===== config.mk =====
export PLATFORM = sky130hd
export DESIGN_NAME = sav_cordic_cell
export DESIGN_NICKNAME = d
export VERILOG_FILES = /design/src/sv/sav_pkg.sv /design/src/sv/sav_cordic_cell.sv
export SDC_FILE = /design/constraint.sdc
export NUM_CORES = 1
export LEC_CHECK = 0
export BUFFER_PORTS_ARGS = -buffer_cell sky130_fd_sc_hd__buf_4
export CORE_UTILIZATION = 30
export CTS_BUF_LIST = sky130_fd_sc_hd__clkbuf_2 sky130_fd_sc_hd__clkbuf_4 sky130_fd_sc_hd__clkbuf_8
export DETAILED_ROUTE_END_ITERATION = 7
export PLACE_DENSITY = 0.5
export SLEW_MARGIN = 20
export SYNTH_ARGS = -nofsm -noshare
export SYNTH_HDL_FRONTEND = slang
export SYNTH_SLANG_ARGS = --single-unit
export TNS_END_PERCENT = 50

===== constraint.sdc =====
create_clock -name clk -period 8.05 [get_ports clk]
set_input_delay 0.4025 -clock clk [delete_from_list [all_inputs] [get_ports clk]]
set_output_delay 0.4025 -clock clk [all_outputs]
set_load 0.05 [all_outputs]

===== src/sv/sav_pkg.sv =====
// ----------------------------------------------------------------------------
// sav_pkg
// Shared types, widths and the CORDIC arctangent table for the signed angle
// pipeline.
// ----------------------------------------------------------------------------
package sav_pkg;

  localparam int COORD_WIDTH     = 16;
  localparam int ANGLE_FRAC_BITS = 13;
  localparam int CORDIC_STAGES   = 16;
  localparam int ANGLE_WIDTH     = 16;

  localparam int DIFF_W  = COORD_WIDTH + 1;   // point difference
  localparam int PROD_W  = 2 * DIFF_W;        // single product
  localparam int CROSS_W = PROD_W + 1;        // cross component
  localparam int DOT_W   = PROD_W + 2;        // dot product
  localparam int SCL_W   = 32;                // after joint scaling
  localparam int SQ_W    = 2 * SCL_W;         // square sum
  localparam int ROOT_W  = SQ_W / 2;          // root bits, one per sqrt cell
  localparam int IDX_W   = 5;                 // sqrt / CORDIC step index
  localparam int SH_W    = 3;                 // joint scale shift
  localparam int XY_W    = SCL_W + 4;         // CORDIC x / y with growth
  localparam int Z_W     = 34;                // Q4.30 accumulator
  localparam int R_W     = 36;                // fold / round

  localparam logic signed [R_W-1:0] PI_Q30    = 36'sd3373259426;
  localparam logic signed [R_W-1:0] ROUND_ADD = R_W'(64'sd1 <<< (29 - ANGLE_FRAC_BITS));
  localparam int                    ROUND_SH  = 30 - ANGLE_FRAC_BITS;
  localparam int                    ANGLE_MAX = 25736;

  typedef struct packed {
    logic valid;
    logic degen;   // zero-length vector
    logic dneg;    // dot product negative
    logic cneg;    // cross z negative
  } side_t;

  typedef struct packed {
    side_t             side;
    logic [SQ_W-1:0]   rem;
    logic [ROOT_W-1:0] root;
    logic [SCL_W-1:0]  dabs;
  } sqrt_stage_t;

  typedef struct packed {
    side_t                  side;
    logic signed [XY_W-1:0] x;
    logic signed [XY_W-1:0] y;
    logic signed [Z_W-1:0]  z;
  } cordic_stage_t;

  // floor(atan(2^-i) * 2^30)
  function automatic logic signed [Z_W-1:0] atan_q30(input logic [IDX_W-1:0] i);
    logic [Z_W-1:0] one_sh;
    one_sh = '0;
    unique case (i)
      5'd0:  return 34'sd843314856;
      5'd1:  return 34'sd497837829;
      5'd2:  return 34'sd263043836;
      5'd3:  return 34'sd133525158;
      5'd4:  return 34'sd67021686;
      5'd5:  return 34'sd33543515;
      5'd6:  return 34'sd16775850;
      5'd7:  return 34'sd8388437;
      5'd8:  return 34'sd4194282;
      5'd9:  return 34'sd2097149;
      5'd10: return 34'sd1048575;
      5'd31: return '0;
      default: begin
        one_sh = 34'd1 << (5'd30 - i);
        return $signed(one_sh - 34'd1);
      end
    endcase
  endfunction

endpackage


===== src/sv/sav_cordic_cell.sv =====
// ----------------------------------------------------------------------------
// sav_cordic_cell
// One vectoring-mode CORDIC step: rotates toward y = 0 and accumulates angle.
// ----------------------------------------------------------------------------
module sav_cordic_cell (
  input  logic                       clk,
  input  logic                       rst,
  input  logic                       adv,
  input  logic [sav_pkg::IDX_W-1:0]  i,
  input  sav_pkg::cordic_stage_t     stage_in,
  output sav_pkg::cordic_stage_t     stage_out
);

  sav_pkg::cordic_stage_t             stage_next;
  logic signed [sav_pkg::XY_W-1:0]    xs;
  logic signed [sav_pkg::XY_W-1:0]    ys;
  logic signed [sav_pkg::Z_W-1:0]     step_ang;

  // y == 0: pass through unchanged
  always_comb begin
    stage_next = stage_in;
    xs         = stage_in.x >>> i;
    ys         = stage_in.y >>> i;
    step_ang   = sav_pkg::atan_q30(i);
    if (stage_in.y > 0) begin
      stage_next.x = stage_in.x + ys;
      stage_next.y = stage_in.y - xs;
      stage_next.z = stage_in.z + step_ang;
    end else if (stage_in.y < 0) begin
      stage_next.x = stage_in.x - ys;
      stage_next.y = stage_in.y + xs;
      stage_next.z = stage_in.z - step_ang;
    end
  end

  always_ff @(posedge clk) begin
    if (rst) begin
      stage_out.side.valid <= 1'b0;
    end else if (adv) begin
      stage_out <= stage_next;
    end
  end

endmodule


==> results.yml <==
outcome:
  outcome: "finished, final reports clean"
setup_path:
  critPathCaptureType: "flip-flop"
  reg2reg_slack_ns: 7.45
  rr_worst_depth: 2
  critPathLaunchType: "input pin"
  required_ns: 8.24
  cp_max_fo: 56
  rr_endpoint: "stage_out[109]$_SDFFE_PP0P_"
  r2r_start: "stage_out[109]$_SDFFE_PP0P_"
  crit_arrival_ns: 6.19
  path_class: "input pin to flip-flop"
yosys:
  syn_inst: 2730
  synth_seq_area_share_pct: 16.2
  ys_warn_count: 0
  synth_mux_area_share_pct: 10.5
  synth-edff-count: 109
  synth_simple_gate_area_share_pct: 18.1
  synth-adder-area-share_pct: 13.4
  syn_avg_cell_area_um2: 7.45
  synth_area_mm2: 0.0204
  synth_compound_area_share_pct: 27.6
  synth_flop_cell: "edfxtp_1"
  synth_seq_cells: 110
  synth_cell_types: 91
  synth_top_family_by_area: "compound AO/OA/AOI/OAI gates"
  synth_xor_xnor_area_share_pct: 6.58
  synth-async-reset-ratio_pct: 0
final_layout:
  fillers: 7191
  most-common-layout-cells: "nor2_1 (336), a21oi_1 (271), buf_4 (252)"
  top_regs: "stage_out: 110 flops"
  insertedDiodeCount: 0
  ff_latch_area_mm2: 0.00329
  syn_to_final_growth_pct: 12.1
  multi_input_area_mm2: 0.0155
  final_util_pct: 34.0
  largest_reg_flops: 110
  regMostFlops: "stage_out"
  drive_gt1_share_pct: 14.3
  nNetsFinal: 3141
  final_common_cell: "nor2_1"
route:
  route.detailed.drc: 0
  drt_wl_total_mm: 79.9
  vias: 20600
  wl_met2_mm: 38.5
  ant_nets: 0
  vias_per_cell: 5.58
  drt_iter0_drc: 1538
  route.met3.wl_mm: 4.36
  routed.top_layer: "met5"
  drt_pass1_iterations: 6
  drt-met1-wl_mm: 34.7
  drt-wirelength-per-cell_um: 21.7
clock_tree:
  hold_buffers: 0
  cts_made_buffers: 9
  path_clk_slew_ns: 0.13
  cts_tree: "done"
  htree_levels: 3
  cts_setup_buffers: 0
  cts_num_sinks: 110
  clk-insertion-delay-late_ns: 0.47
  cts_root_buf: "clkbuf_8"
  ctsResizeCount: 0
  clockBufferDepth: 2
grt:
  grt_pass1_wl_mm: 122
  antenna_found_initial: 3
  grt_util_all_layers_pct: 22.7
  grt_pass1_vias: 20200
  grt_overflow: 0
  grt_max_degree: 87
min_path:
  hold_depth: 2
  hold_end: "stage_out[109]$_SDFFE_PP0P_"
  hp-start: "rst"
  hold_path.class: "input pin to flip-flop"
die:
  coreArea_mm2: 0.0672
  die_w_um: 262
  io_pins: 228
  die_y_um: 262
  dieArea_mm2: 0.0689
  rows: 95
  initial_core_util_pct: 30.3
timing:
  finalCriticalPeriod_ns: 6.00
  finalSetupTns_ns: 0
  finalCritPeriodShare_pct: 74.5
  setup-violations-final: 0
  hold_viol_final: 0
  worst_pin_slew_ns: 1.02
  finalMaxSlewViolations: 0
  clock_skew_ns: 0
  slew_headroom_pct: 31.9
  rsz0062_at_grt: "false"
  fmax_mhz: 167
power_and_ir_drop:
  peakVddDrop_uv: 76.7
  p_leak_nw: 9.64
  power_density_mw_per_mm2: 153
placement:
  gp_congestion: 0.941
  numPortBuffers: 227
  place_hpwl_mm: 63.0
run:
  drv_cap: 0
per-layer routing:
layer | global-route usage (%) | up-vias
li1 | - | 9934
met3 | 3.50 | 114
met1 | 28.7 | 9897
met4 | 7.22 | 6
met2 | 39.1 | 618
met5 | 0 | -
how the worst max path moves through the flow:
stage	startpoint	slack, ns	cells after the start	end
after floorplan	i[0]	2.06	24	stage_out[32]$_DFFE_PP_
after global placement	i[0]	1.55	20	stage_out[33]$_DFFE_PP_
after detailed placement	i[0]	1.59	20	stage_out[33]$_DFFE_PP_
after CTS	i[0]	2.08	20	stage_out[33]$_DFFE_PP_
after global routing	i[0]	1.52	22	stage_out[31]$_DFFE_PP_
final	i[3]	2.05	19	stage_out[31]$_DFFE_PP_
critical path, stage by stage:
cell and delay [ns]:
buf_4 0.12, inv_2 0.06, buf_4 0.61, nand2_1 0.61, nor2_1 0.94, a21oi_1 0.11, o21a_1 0.26, ha_1 0.40
inv_1 0.08, o221ai_1 0.11, o21ai_0 0.24, o31ai_1 0.65, a211oi_1 0.18, nor2_1 0.21, o31ai_1 0.16, a221oi_1 0.53
nor3b_1 0.12, o31ai_1 0.24, o211ai_1 0.12
final cells by class:
class | instances | area share, %
clock buffer | 9 | 0.543
clock inverter | 7 | 0.258
inverter | 219 | 3.60
multi-input combinational | 2217 | 68.1
sequential | 110 | 14.4
tap | 873 | 4.79
timing repair buffer | 252 | 8.30
power breakdown:
group / internal, mW / total [mW] / switching (mW)
combinational: 0.876 / 2.36 / 1.49
clock: 0.117 / 0.368 / 0.251
sequential: 0.743 / 0.768 / 0.0247
synth_stat cells (all sizes together) (11+ instances only):
cell	count	area, um^2
nor2	337	1260
a221oi	11	109
o21bai	43	327
buf	39	176
xnor2	129	1130
nor4	21	146
mux2i	66	661
a211oi	46	350
nor2b	40	250
nor3	64	320
or2	14	87.6
a21boi	11	82.6
a21oi	271	1360
nand2	190	713
a21o	36	270
o21a	52	390
ha	208	2600
xor2	24	210
edfxtp	109	3270
a31oi	24	150
mux2	51	574
o22ai	35	225
nand4	12	75.1
nand3	39	195
or3	16	100
o21ai	188	945
mux4	40	901
nand2b	35	219
inv	215	807
o211ai	21	158
o31ai	34	265
clkbuf	146	552
and3	19	119
kinds of logic (layout without fill, tap and decap cells):
kind of cell             Yosys count  in the layout
AO/OA/AOI/OAI                    876            876
AND/OR/NAND/NOR                  814            814
multiplexers                     157            157
other                              2              3
XOR/XNOR                         153            153
flip-flops                       110            110
adder cells (fa/ha/maj)          214            214
buffers and inverters            404            487
stage by stage:
step	power [mW]	hold WS, ns	instances	instance area, um^2	setup WS, ns
floorplan	2.48	0.475	2731	20400	2.06
global placement	3.13	0.476	3671	22600	1.55
detailed placement	3.13	0.497	3671	22600	1.59
CTS	3.52	0.0470	3687	22800	2.08
global route	3.77	0.0504	3687	22800	1.52
finish	3.50	0.0950	3687	22800	2.05
No activity file was read; power rests on OpenSTA's default activity.
