## config.mk

```make
export PLATFORM = sky130hd
export DESIGN_NAME = sav_sqrt_cell
export DESIGN_NICKNAME = d
export VERILOG_FILES = /design/src/sv/sav_pkg.sv /design/src/sv/sav_sqrt_cell.sv
export SDC_FILE = /design/constraint.sdc
export NUM_CORES = 1
export LEC_CHECK = 0
export BUFFER_PORTS_ARGS = -buffer_cell sky130_fd_sc_hd__buf_2
export CAP_MARGIN = 0
export CORE_MARGIN = 8
export CORE_UTILIZATION = 50
export DETAILED_ROUTE_END_ITERATION = 10
export MAX_ROUTING_LAYER = met4
export PLACE_DENSITY = 0.78
export SETUP_SLACK_MARGIN = 0.2
export SKIP_CTS_REPAIR_TIMING = 1
export SYNTH_ARGS = -nofsm -noshare
export SYNTH_HDL_FRONTEND = slang
export SYNTH_SLANG_ARGS = --single-unit
```

## constraint.sdc

```tcl
create_clock -name clk -period 7.3 [get_ports clk]
set_input_delay 1.46 -clock clk [delete_from_list [all_inputs] [get_ports clk]]
set_output_delay 1.46 -clock clk [all_outputs]
set_load 0.005 [all_outputs]
```

## src/sv/sav_pkg.sv

```systemverilog
// ----------------------------------------------------------------------------
// sav_pkg
// Shared types, widths and the CORDIC arctangent table for the signed angle
// pipeline.
// ----------------------------------------------------------------------------
package sav_pkg;

  localparam int COORD_WIDTH     = 16;
  localparam int ANGLE_FRAC_BITS = 13;
  localparam int CORDIC_STAGES   = 16;
  localparam int ANGLE_WIDTH     = 16;

  localparam int DIFF_W  = COORD_WIDTH + 1;   // point difference
  localparam int PROD_W  = 2 * DIFF_W;        // single product
  localparam int CROSS_W = PROD_W + 1;        // cross component
  localparam int DOT_W   = PROD_W + 2;        // dot product
  localparam int SCL_W   = 32;                // after joint scaling
  localparam int SQ_W    = 2 * SCL_W;         // square sum
  localparam int ROOT_W  = SQ_W / 2;          // root bits, one per sqrt cell
  localparam int IDX_W   = 5;                 // sqrt / CORDIC step index
  localparam int SH_W    = 3;                 // joint scale shift
  localparam int XY_W    = SCL_W + 4;         // CORDIC x / y with growth
  localparam int Z_W     = 34;                // Q4.30 accumulator
  localparam int R_W     = 36;                // fold / round

  localparam logic signed [R_W-1:0] PI_Q30    = 36'sd3373259426;
  localparam logic signed [R_W-1:0] ROUND_ADD = R_W'(64'sd1 <<< (29 - ANGLE_FRAC_BITS));
  localparam int                    ROUND_SH  = 30 - ANGLE_FRAC_BITS;
  localparam int                    ANGLE_MAX = 25736;

  typedef struct packed {
    logic valid;
    logic degen;   // zero-length vector
    logic dneg;    // dot product negative
    logic cneg;    // cross z negative
  } side_t;

  typedef struct packed {
    side_t             side;
    logic [SQ_W-1:0]   rem;
    logic [ROOT_W-1:0] root;
    logic [SCL_W-1:0]  dabs;
  } sqrt_stage_t;

  typedef struct packed {
    side_t                  side;
    logic signed [XY_W-1:0] x;
    logic signed [XY_W-1:0] y;
    logic signed [Z_W-1:0]  z;
  } cordic_stage_t;

  // floor(atan(2^-i) * 2^30)
  function automatic logic signed [Z_W-1:0] atan_q30(input logic [IDX_W-1:0] i);
    logic [Z_W-1:0] one_sh;
    one_sh = '0;
    unique case (i)
      5'd0:  return 34'sd843314856;
      5'd1:  return 34'sd497837829;
      5'd2:  return 34'sd263043836;
      5'd3:  return 34'sd133525158;
      5'd4:  return 34'sd67021686;
      5'd5:  return 34'sd33543515;
      5'd6:  return 34'sd16775850;
      5'd7:  return 34'sd8388437;
      5'd8:  return 34'sd4194282;
      5'd9:  return 34'sd2097149;
      5'd10: return 34'sd1048575;
      5'd31: return '0;
      default: begin
        one_sh = 34'd1 << (5'd30 - i);
        return $signed(one_sh - 34'd1);
      end
    endcase
  endfunction

endpackage

```

## src/sv/sav_sqrt_cell.sv

```systemverilog
// ----------------------------------------------------------------------------
// sav_sqrt_cell
// One digit of the integer square root: decides root bit k and passes the
// remainder on.
// ----------------------------------------------------------------------------
module sav_sqrt_cell (
  input  logic                       clk,
  input  logic                       rst,
  input  logic                       adv,
  input  logic [sav_pkg::IDX_W-1:0]  k,
  input  sav_pkg::sqrt_stage_t       stage_in,
  output sav_pkg::sqrt_stage_t       stage_out
);

  sav_pkg::sqrt_stage_t       stage_next;
  logic [sav_pkg::SQ_W-1:0]   root_ext;
  logic [sav_pkg::SQ_W-1:0]   trial;

  // rem = v - root^2; trial = (root + 2^k)^2 - root^2
  always_comb begin
    stage_next = stage_in;
    root_ext   = sav_pkg::SQ_W'(stage_in.root);
    trial      = (root_ext << (6'(k) + 6'd1)) | (64'd1 << {k, 1'b0});
    if (stage_in.rem >= trial) begin
      stage_next.rem  = stage_in.rem - trial;
      stage_next.root = stage_in.root | (sav_pkg::ROOT_W'(1) << k);
    end
  end

  always_ff @(posedge clk) begin
    if (rst) begin
      stage_out.side.valid <= 1'b0;
    end else if (adv) begin
      stage_out <= stage_next;
    end
  end

endmodule

```

==> results list, run 1 <==
- Status: finished clean
- Slew Limit Fails: 0
* Initial DRC Count: ~1000
- The largest registers in the layout are stage_out x132.
* Maximum level of the CTS H-tree: 4
* Final worst hold slack: 0.505 ns
- For this run, the total global-route usage over all layers was measured as 0.285.
- Max-cap violations in this run came to 0.
- stage_out holds more flip-flops than any other register.
- The cell count after synthesis came out at approximately 1300.
- Of the synthesized area, sequential elements account for 0.347.
* Design Area, Final: ~14000 um^2
- Max Freq: between 100 and 150 MHz
* Kind of capture point of the worst setup path: flop
- For this run, the number of standard cells in the final layout without fillers is 1809.
* Top-Level Pins: ~270
- Along the worst hold path, the cell count comes to 2.
- Summing internal, switching and leakage power gives around 3.2 mW.
- Largest fanout of any net on the critical path: 34
- For the worst setup path, the data required time is approximately 7.5 ns.
- The longest clock path from root to sink contains 2 buffers.
- Placer congestion estimate: just over 1
* Pin count of the biggest net entering global routing: just over 80
- Vias in the first global route: ~11000
- Following the worst setup path forward leads to its endpoint at stage_out[49].
* Antenna violation net count after detailed routing: 0
* Post-Syn Nets: between 1000 and 1500
- Insertion delay to the later sink of the worst-skew pair: between 0.4 and 0.5 ns
* Routed len/inst: between 20 and 25 um
* Detailed-router iteration count before antenna repair: 8
- First-pass GRT wire length: between 60000 and 70000 um
- At the pin with the least slew margin, the transition time is between 1 and 1.5 ns.
- Core region area: 22500 um^2
- Antenna violations before repair: 0
- Layout cell share with drive strength beyond 1: 0.262
* Setup slack at placement: a little under 0.2 ns
- The worst-case IR drop observed on VDD is 0.144 mV.
- Launch instance of the worst register-to-register path: stage_out[131]
- For this run, the number of Yosys warnings is 0.
- For this run, the leading register cell type out of synthesis is sky130_fd_sc_hd__edfxtp_1.
- Setup repair after global routing left no endpoint under its margin.
- The number of cells on the worst reg-to-reg path is 2.
- Clock-pin slew was measured on the worst setup and hold paths at 0.06 ns.
* ANT cells: 0
* Sort of element at the start of the critical path: input pin
- Filler cell count in the final layout: between 1500 and 2000
- Slack of the worst reg-to-reg path: approximately 6.7 ns
- The floorplan step defined a die boundary enclosing approximately 28000 um^2.
- The floorplan step set the die height to between 150 and 200 um.
* Effective utilization at floorplan: 0.506
- Wl on met1: between 15000 and 20000 um
* Total CTS buffers: 17
- Clk_skew: 0 ns
* Met2 wire len: between 15000 and 20000 um
- The worst pin sits at a relative slew slack of 0.316.
- Highest routed layer: met4
- For the worst setup path, the data arrival time is approximately 7 ns.
- The number of failing hold endpoints at the final stage was 0.
- Port buffering added approximately 270 buffers.
- The net count of the finished layout is 1722.
- For this design, the sink count on the clock tree is ~130.
- After detailed routing, the number of remaining DRC violations is 0.
- Placed inst area: ~13000 um^2
* Count of different cell masters after synthesis: 74
- Finished Core Util: 0.609
- Combined area of the multi-input logic cells: 7050 um^2
* Static leakage: ~5.7 nW
- Routed wire length: 40200 um
* Crit share post-route: 0.929
- R2r endpoint: stage_out[131]
- Netlist area before placement: roughly 11000 um^2
- The register with the most flip-flops in the layout has approximately 130 of them.
- Layout Area Growth over Synthesis: 20.4%
- Counting flops with a built-in enable in the synthesized netlist gives between 100 and 150.
- Post-synthesis average cell area: ~9.0 um^2
- Final critical path time including I/O delays and setup: slightly below 7 ns
- Setup WS post-layout: roughly 0.52 ns
- Count of endpoints failing setup in the final report: 0
- Root buffer cell: sky130_fd_sc_hd__clkbuf_16
- Yosys reg bits: 132
* Tightest Hold Check Type: reg2reg
* Flip-flop and latch area: ~4000 um^2
- Width of the chip: around 170 um
- Worst Hold Launch: stage_out[131]
- The critical path starts at k[0].
* Overflow left after global routing: 0
* Vias/cell: slightly above 6
- TritonCTS built the clock tree.
- After detailed routing, the met3 layer carries 3920 um of wire.
* Pwr/cell area: around 240 nW/um^2
- Setup TNS: 0 ns
- Row count: between 50 and 60
- Worst Path Class, Setup: in2reg
* Async S/R FF share, synth: 0
- Via Count: approximately 11000
- Detailed placement finished with a half-perimeter wire length of between 30000 and 40000 um.
- Once placement completed, the tool counted placed cells totaling about 1800.
## cell usage in the layout, fill, tap and decap left out, types with 9 or more instances in the layout
master	n
sky130_fd_sc_hd__buf_2	271
sky130_fd_sc_hd__nand2_1	155
sky130_fd_sc_hd__nor2_1	146
sky130_fd_sc_hd__a21oi_1	144
sky130_fd_sc_hd__edfxtp_1	131
sky130_fd_sc_hd__o21ai_0	77
sky130_fd_sc_hd__ha_1	70
sky130_fd_sc_hd__a21o_1	46
sky130_fd_sc_hd__mux2i_1	35
sky130_fd_sc_hd__xnor2_1	32
sky130_fd_sc_hd__o21bai_1	27
sky130_fd_sc_hd__buf_4	27
sky130_fd_sc_hd__nand4_1	26
sky130_fd_sc_hd__xor2_1	25
sky130_fd_sc_hd__mux4_2	23
sky130_fd_sc_hd__inv_1	20
sky130_fd_sc_hd__a22oi_1	17
sky130_fd_sc_hd__clkbuf_16	17
sky130_fd_sc_hd__nand3_1	16
sky130_fd_sc_hd__mux2_2	15
sky130_fd_sc_hd__nor2b_1	14
sky130_fd_sc_hd__nor3_1	13
sky130_fd_sc_hd__a221oi_1	10
sky130_fd_sc_hd__a211oi_1	9
## worst max-delay path: stages
cell                       delay, ns
sky130_fd_sc_hd__buf_2          0.13
sky130_fd_sc_hd__inv_1          0.13
sky130_fd_sc_hd__ha_1           0.50
sky130_fd_sc_hd__buf_12         0.26
sky130_fd_sc_hd__mux2i_1        0.15
sky130_fd_sc_hd__a21oi_1        0.55
sky130_fd_sc_hd__mux2_2         0.31
sky130_fd_sc_hd__and2_1         0.24
sky130_fd_sc_hd__nand2_1        0.12
sky130_fd_sc_hd__ha_1           0.38
sky130_fd_sc_hd__a21oi_1        0.22
sky130_fd_sc_hd__nor2_1         0.08
sky130_fd_sc_hd__o41ai_2        0.50
sky130_fd_sc_hd__a211oi_2       0.17
sky130_fd_sc_hd__o21ai_1        0.21
sky130_fd_sc_hd__nand4b_2       0.22
sky130_fd_sc_hd__a41oi_2        0.39
sky130_fd_sc_hd__o41a_4         0.50
sky130_fd_sc_hd__nor2_1         0.19
sky130_fd_sc_hd__a21o_1         0.22
## how the worst min path moves through the flow
stage | slack [ns] | endpoint
finish | 0.51 | stage_out[131]
global placement | 0.47 | stage_out[131]
floorplan | 0.48 | stage_out[131]
global route | 0.54 | stage_out[131]
detailed placement | 0.50 | stage_out[131]
CTS | 0.51 | stage_out[131]
## cell usage after synthesis, drive strengths merged, types with 6 or more instances
cell,count,share of area
o21bai,27,0.018
o21ai,87,0.039
mux2,16,0.016
a31oi,9,0.0055
nand3,16,0.0070
nor2b,15,0.0082
mux2i,35,0.031
edfxtp,131,0.35
ha,70,0.077
or3,8,0.0044
o211ai,6,0.0040
a21oi,144,0.063
xor2,26,0.020
a22oi,17,0.011
xnor2,33,0.025
nand2,155,0.051
clkbuf,44,0.015
a211oi,11,0.0081
nor2,146,0.048
inv,20,0.0066
mux4,23,0.046
and2,8,0.0044
a21o,46,0.030
o21a,7,0.0046
nand2b,8,0.0044
a221oi,12,0.0098
nand4,26,0.014
nor3,16,0.0084
and3,8,0.0044
buf,32,0.014
## layer usage
| metal | vias to the layer above | GRT usage |
|---|---|---|
| li1 | 5261 | - |
| met1 | 5236 | 0.358 |
| met2 | 650 | 0.455 |
| met3 | 66 | 0.0560 |
| met4 | 0 | 0.0987 |
| met5 | - | - |
## kinds of logic after synthesis
group	synth area share
fa+ha+maj	0.0787
simple gates	0.163
mux	0.0921
compound gates	0.237
flops	0.347
buf+inv	0.0355
xor+xnor	0.0454
## layout make-up
class / instances / share of cell area
multi-input combinational: 1037 / 0.514
sequential: 132 / 0.289
timing repair buffer: 303 / 0.121
clock buffer: 18 / 0.0321
tap: 285 / 0.0260
clock inverter: 14 / 0.0123
inverter: 20 / 0.00548
## where the power goes
| group | internal (mW) | switching [mW] | total (mW) |
|---|---|---|---|
| registers | 0.947 | 0.0169 | 0.964 |
| logic | 0.536 | 0.828 | 1.36 |
| clock network | 0.524 | 0.384 | 0.908 |
| total | 2.01 | 1.23 | 3.24 |
Power figures use the tool's default switching activity.
==> inputs of run 2 (changes only) <==
--- a/config.mk
+++ b/config.mk
@@ -7,11 +7,13 @@
 export LEC_CHECK = 0
 export BUFFER_PORTS_ARGS = -buffer_cell sky130_fd_sc_hd__buf_2
 export CAP_MARGIN = 0
+export CELL_PAD_IN_SITES_DETAIL_PLACEMENT = 2
+export CELL_PAD_IN_SITES_GLOBAL_PLACEMENT = 2
 export CORE_MARGIN = 8
-export CORE_UTILIZATION = 50
+export CORE_UTILIZATION = 30
 export DETAILED_ROUTE_END_ITERATION = 10
 export MAX_ROUTING_LAYER = met4
-export PLACE_DENSITY = 0.78
+export PLACE_DENSITY_LB_ADDON = 0.1
 export SETUP_SLACK_MARGIN = 0.2
 export SKIP_CTS_REPAIR_TIMING = 1
 export SYNTH_ARGS = -nofsm -noshare
==> results list, run 2 (synthesis results as in run 1) <==
* DPL Wire Length: around 42000 um
* ANT cells: 0
- In the routed layout, each cell is associated on average with a via count of 5.50.
- By instance count, the cell type seen most on the critical path is sky130_fd_sc_hd__o21ai_1.
- The number of failing hold endpoints at the final stage is 0.
- The clock net in this run drives a total of roughly 130 sinks.
* First-pass GRT wire length: roughly 78000 um
* Die Height: approximately 210 um
* Data required time of the worst path: around 7.6 ns
* Largest fanout of any net on the critical path: 39
- The floorplan has between 70 and 80 rows.
- Clock latency on the worst-skew pair, taken at its later pin, is 0.45 ns.
* Slew Limit Fails: 0
- The analysis attributes to cell leakage a power of ~5.9 nW.
- The run finished with clean final reports.
* Max Freq: 148 MHz
- In this run the tool buffered the top-level ports with roughly 270 buffer cells.
* Max reg flops: roughly 130
* Final worst hold slack: between 0.4 and 0.5 ns
- Total die area: around 44000 um^2
- The total area inside the core boundary comes to 37500 um^2.
* Total CTS buffers: 17
- Adding up every negative setup slack in the final design gives 0 ns.
- In the final layout, the registers with the most flip-flops are stage_out x132.
- TritonCTS built the clock tree.
- The worst setup path is launched from an input pin.
* Via Count: between 10000 and 15000
- Register with the highest flop count: stage_out
- Setup violations remaining at the end of the flow were counted as 0.
- The tightest min-delay check is of the reg2reg type.
- The share of total power dissipated in sequential elements is 0.287.
* Worst Path Class, Setup: in2reg
* Detailed-router iteration count before antenna repair: 5
- Delay-heaviest family, CP: compound AO/OA/AOI/OAI gates
- CTS built an H-tree with a depth of 4.
- Count of placed standard cells in the final layout, fillers left out: 2064
- Sw Share: 0.395
- Cell Chain, Critical Path: buf_2 -> inv_1 -> ha_1 -> buf_12 -> mux4_2 -> mux2i_1 -> nand2_1 -> o21ai_1 -> nor2_1 -> a21oi_1 -> nor2_1 -> a221oi_1 -> ha_1 -> nand4_1 -> or3_1 -> or3_1 -> or2_2 -> o21ai_1 -> a211oi_2 -> o21ai_1 -> a21oi_1 -> o41ai_2
- The initial utilization of the core area, before any placement, comes to 0.304.
- Setup repair after global routing missed its margin: false
- Net switching power: 1.33 mW
- The die is around 210 um wide.
* Crit path buf inv count: 3
- The clock arrives with 0 ns of skew.
- Power comes to between 3 and 4 mW.
- Placed Cells: slightly above 2000
- Data arrives at the worst endpoint at 7.01 ns.
* Top library cells by usage in the layout, fill and taps aside: 271 x sky130_fd_sc_hd__buf_2, 155 x sky130_fd_sc_hd__nand2_1, 146 x sky130_fd_sc_hd__nor2_1
- On the worst path, the slowest cell contributes a delay of between 0.5 and 0.6 ns.
* Clock share of power: 0.275
* CP max-delay cell: sky130_fd_sc_hd__mux4_2
- Across all setup checks in the final design, the least slack found is between 0.5 and 0.6 ns.
* Filler cell count in the final layout: around 4300
- Number of buffers between clock root and the deepest sink: 2
* Setup slack at placement: about 0.16 ns
- Routed len/inst: 24.9 um
* Root buffer cell: sky130_fd_sc_hd__clkbuf_16
- In the final layout, the share of cells above drive strength 1 is 0.276.
* Pin count of the biggest net entering global routing: 74
* Headroom to the max-slew limit: 0.354
* Total global routing track utilization: 0.236
* Initial DRC Count: roughly 680
* Flip-flop and latch area: 3950 um^2
- After detailed routing, the total wire length is ~51000 um.
- The share of total power dissipated in combinational logic is 0.438.
* CTS clock-pin slew for the worst setup and hold paths: 0.07 ns
- Global routing finished with a remaining overflow of 0.
- After detailed routing, the number of remaining DRC violations is 0.
- Top-Level Pins: between 200 and 300
* Crit share post-route: 0.924
* Layout Area Growth over Synthesis: 24.8%
- Final critical path time including I/O delays and setup: 6.75 ns
* Antenna violation net count after detailed routing: 0
- The final layout contains approximately 1800 nets.
- The tool flagged a number of max-cap violations equal to 0.
- Cell-internal power: around 2.0 mW
* Kind of capture point of the worst setup path: flop
- Leading cell type in the layout, fill and taps excluded: sky130_fd_sc_hd__buf_2
* Combined area of the multi-input logic cells: between 7000 and 8000 um^2
* Worst supply voltage drop on vdd: between 0.15 and 0.2 mV
- Antenna violations before repair: 0
* Vias in the first global route: 12300
- Routability-driven placement finished with a final weighted congestion of a little over 0.9.
- Pwr/cell area: about 240 nW/um^2
- For the pin with the worst max-slew slack, the measured transition is 0.966 ns.
-- run 2: final cells by class --
class,instances,area share
clock buffer,17,0.0299
clock inverter,15,0.0129
inverter,20,0.00528
multi-input combinational,1037,0.496
sequential,132,0.278
tap,511,0.0450
timing repair buffer,332,0.132
-- run 2: routing by layer --
metal | part of all wire | vias up | global-route usage | routed length [um]
met4 | 0.025 | 0 | 0.0753 | 1270
met2 | 0.48 | 274 | 0.387 | 24400
met5 | 0 | - | - | 0
met3 | 0.034 | 58 | 0.0298 | 1770
li1 | - | 5313 | - | -
met1 | 0.47 | 5715 | 0.301 | 23900
-- run 2: stage by stage --
| stage | utilization | area (um^2) |
|---|---|---|
| after floorplan | - | 11400 |
| after CTS | 0.379 | 14200 |
| final | 0.379 | 14200 |
| after global routing | 0.379 | 14200 |
| after global placement | 0.363 | 13600 |
| after detailed placement | 0.363 | 13600 |
-- run 2: power by group through the flow --
stage               Sequential [mW]  Combinational, mW  Clock, mW
finish                        0.965               1.47      0.922
global route                  0.973               1.62      0.968
floorplan                     0.996              0.890          0
global placement              0.980               1.45          0
CTS                           0.967               1.48      0.945
detailed placement            0.983               1.47          0
-- run 2: path summary, 6_finish.rpt --
path	cells after the start	from	end	slack [ns]
worst max register to register	2	stage_out[131]	stage_out[131]	6.72
worst min register to register	2	stage_out[131]	stage_out[131]	0.50
worst min-delay path	2	stage_out[131]	stage_out[131]	0.50
worst max-delay path	22	k[1]	stage_out[125]	0.55
-- run 2: tightest hold or removal path, stage by stage (launching register included) --
cell                      delay (ns)
sky130_fd_sc_hd__dfxtp_1        0.33
sky130_fd_sc_hd__mux2i_1        0.07
sky130_fd_sc_hd__nor2_1         0.07
==> inputs of run 3 (changes only) <==
--- a/config.mk
+++ b/config.mk
@@ -5,12 +5,13 @@
 export SDC_FILE = /design/constraint.sdc
 export NUM_CORES = 1
 export LEC_CHECK = 0
+export ABC_AREA = 1
 export BUFFER_PORTS_ARGS = -buffer_cell sky130_fd_sc_hd__buf_2
 export CAP_MARGIN = 0
 export CELL_PAD_IN_SITES_DETAIL_PLACEMENT = 2
 export CELL_PAD_IN_SITES_GLOBAL_PLACEMENT = 2
 export CORE_MARGIN = 8
-export CORE_UTILIZATION = 30
+export CORE_UTILIZATION = 27
 export DETAILED_ROUTE_END_ITERATION = 10
 export MAX_ROUTING_LAYER = met4
 export PLACE_DENSITY_LB_ADDON = 0.1
==> results list, run 3 <==
- Routed len/inst: ~23 um
- Remaining routing DRC violations: 0
- Leaving out fill and tap cells, the most frequent cell in the layout is sky130_fd_sc_hd__nand2_1.
- Flip-flop and latch area: approximately 4000 um^2
* Count of endpoints failing setup in the final report: 0
- Yosys mapped the design onto 47 distinct sky130hd cell types.
- Number of sinks on the clock net: 132
* Final hold vios: 0
- In the post-synthesis netlist, the cell with the most instances is sky130_fd_sc_hd__nand2_1.
* First-pass GRT wire length: between 100000 and 150000 um
- Along the worst hold path, the cell count comes to 2.
- The number of nets in the synthesized netlist is between 2000 and 3000.
- Ranked by instance count, the synthesized netlist is headed by 1028 x sky130_fd_sc_hd__nand2_1, 388 x sky130_fd_sc_hd__inv_1, 192 x sky130_fd_sc_hd__nand3_1, 165 x sky130_fd_sc_hd__nor2_1, 131 x sky130_fd_sc_hd__edfxtp_1.
- The routed design has 75200 um of wire.
- The flow ran to the end, and the final reports show no timing, DRC or antenna violations.
* Top-area cell type share of the netlist area: 0.282
- Count of port buffers added during placement: 271
* Netlist area before placement: about 14000 um^2
- The clock passes through at most 2 buffers.
- Total global routing track utilization: 0.257
- Final critical path time including I/O delays and setup: 6.37 ns
* Overflow left after global routing: 0
- ANT cells: 0
- Across the VDD grid, the largest voltage drop is 0.162 mV.
* Antenna violations before repair: 0
- In this run the static leakage power is around 9 nW.
- The H-tree generated during clock tree synthesis spans 4 levels.
- Summing all multi-input logic gate instances after layout gives 8170 um^2.
- Measured against its own limit, the worst slew margin works out to 0.372.
- Number of enable-type register cells in the synthesized netlist: approximately 130
- After synthesis, the cell types taking the most area are sky130_fd_sc_hd__edfxtp_1 28%, sky130_fd_sc_hd__nand2_1 28%, sky130_fd_sc_hd__inv_1 10%.
* Async S/R FF share, synth: 0
* Finished Core Util: 0.324
- The die covers 59100 um^2.
- Top-Level Pins: between 200 and 300
- Worst Path Class, Setup: in2reg
- Filler cell count in the final layout: between 6000 and 7000
- Crit share post-route: 0.873
* Initial DRC Count: between 800 and 900
- Core region area: 51200 um^2
- The worst setup path is captured at a flop.
- Data arrives at the worst endpoint at around 6.7 ns.
- Die Height: 243 um
* Clk_skew: 0 ns
- In this run the mean area of a mapped cell was 5.92 um^2.
* Total CTS buffers: 17
* Setup TNS: 0 ns
* Effective utilization at floorplan: 0.272
- Antenna violation net count after detailed routing: 0
* Vias/cell: 4.89
- Largest area contributor in the netlist: sky130_fd_sc_hd__edfxtp_1
- Max-cap violations in this run came to 0.
* Layout Area Growth over Synthesis: 19.0%
- Pwr/cell area: roughly 210 nW/um^2
- Data required time of the worst path: between 7 and 8 ns
- STA classifies the critical path startpoint as an input pin.
- Setup repair after global routing left no endpoint under its margin.
- Max reg flops: between 100 and 150
* Slew Limit Fails: 0
- Yosys reg bits: around 130
- Routability-driven placement finished with a final weighted congestion of 0.994.
* Layout cell share with drive strength beyond 1: 0.140
- DPL Wire Length: around 65000 um
- Predominant post-synthesis flop cell: sky130_fd_sc_hd__edfxtp_1
- Register with the highest flop count: stage_out
- The path class of the tightest hold or removal check is reg2reg.
- The tree is rooted in a sky130_fd_sc_hd__clkbuf_16.
* Insertion delay to the later sink of the worst-skew pair: roughly 0.49 ns
- Max Freq: 157 MHz
* Top library cells by usage in the layout, fill and taps aside: 1028 x sky130_fd_sc_hd__nand2_1, 388 x sky130_fd_sc_hd__inv_1, 271 x sky130_fd_sc_hd__buf_2
* Number of warnings reported in the yosys synthesis log: 0
* Row count: 83
- Post-layout nets: 2808
- The via count of the first global-routing pass was 17100.
- For the pin with the worst max-slew slack, the measured transition is roughly 0.94 ns.
- Detailed-router iteration count before antenna repair: 5
* CTS clock-pin slew for the worst setup and hold paths: around 0.06 ns
* Via Count: around 16000
- Post-synthesis sequential area ratio: 0.284
* CTS tree: built
- Entering global routing, the biggest net connects 68 pins.
* Largest fanout of any net on the critical path: between 40 and 50
- Counting every instance in the synthesized netlist gives ~2400.
* Length in cells of the worst reg-to-reg path: 2
- Top Registers: stage_out x132
- Width of the chip: between 200 and 250 um
## run 3: logic make-up (layout without fill, tap and decap cells)
group                    after synthesis  in the layout  synth area share
flip-flops                           132            132             0.284
buffers and inverters                465            724             0.130
AO/OA/AOI/OAI                        174            174            0.0686
XOR/XNOR                              32             32            0.0201
multiplexers                           1              1          0.000719
AND/OR/NAND/NOR                     1476           1476             0.432
adder cells (fa/ha/maj)               71             71            0.0643
## run 3: path summary, 6_finish.rpt
kind	startpoint	end	slack [ns]
max reg2reg	stage_out[131]	stage_out[131]	6.65
max	k[4]	stage_out[90]	0.93
min	stage_out[131]	stage_out[131]	0.51
min reg2reg	stage_out[131]	stage_out[131]	0.51
## run 3: power breakdown
group / leakage, nW / internal, mW / switching [mW]
clock: 0.284 / 0.478 / 0.407
sequential: 1.23 / 0.943 / 0.0194
combinational: 7.52 / 0.497 / 1.21
## run 3: worst max-delay path, stage by stage
cell and delay [ns]:
sky130_fd_sc_hd__buf_2 0.29, sky130_fd_sc_hd__inv_1 0.43, sky130_fd_sc_hd__xor2_2 0.29, sky130_fd_sc_hd__inv_1 0.63, sky130_fd_sc_hd__o21ai_0 0.34, sky130_fd_sc_hd__o21ai_0 0.60
sky130_fd_sc_hd__buf_4 0.25, sky130_fd_sc_hd__ha_1 0.28, sky130_fd_sc_hd__nand2_1 0.15, sky130_fd_sc_hd__inv_1 0.05, sky130_fd_sc_hd__nand2_1 0.06, sky130_fd_sc_hd__nand2_1 0.09
sky130_fd_sc_hd__nand2_1 0.07, sky130_fd_sc_hd__nand2_1 0.09, sky130_fd_sc_hd__a21oi_1 0.22, sky130_fd_sc_hd__nand3_2 0.18, sky130_fd_sc_hd__nand2_2 0.12, sky130_fd_sc_hd__nand2_4 0.20
sky130_fd_sc_hd__inv_2 0.33, sky130_fd_sc_hd__buf_12 0.25, sky130_fd_sc_hd__nand2_1 0.10, sky130_fd_sc_hd__nand2_1 0.08
## run 3: metrics by stage
stage / hold WS [ns] / std cells / total power [mW] / setup slack [ns] / area [um^2]
2_1_floorplan: 0.449 / 2351 / 1.99 / 1.96 / 13900
3_3_place_gp: 0.449 / 3258 / 2.63 / 0.352 / 16000
4_1_cts: 0.533 / 3290 / 3.59 / 0.848 / 16600
5_1_grt: 0.543 / 3290 / 3.79 / 0.561 / 16600
6_report: 0.512 / 3290 / 3.55 / 0.927 / 16600
3_5_place_dp: 0.523 / 3258 / 2.68 / 0.334 / 16000
## run 3: layout make-up
type,count,area share
Tap cell,680,0.0513
Multi-Input combinational cell,1754,0.493
Sequential cell,132,0.239
Timing Repair Buffer,291,0.0916
Inverter,401,0.0908
Clock inverter,14,0.00876
Clock buffer,18,0.0259
## run 3: layer usage
metal	global-route usage	vias to the layer above	routed length [um]
met2	0.411	352	34500
met5	-	-	0
met4	0.0702	0	1540
li1	-	7828	-
met1	0.338	7843	36000
met3	0.0369	57	3160
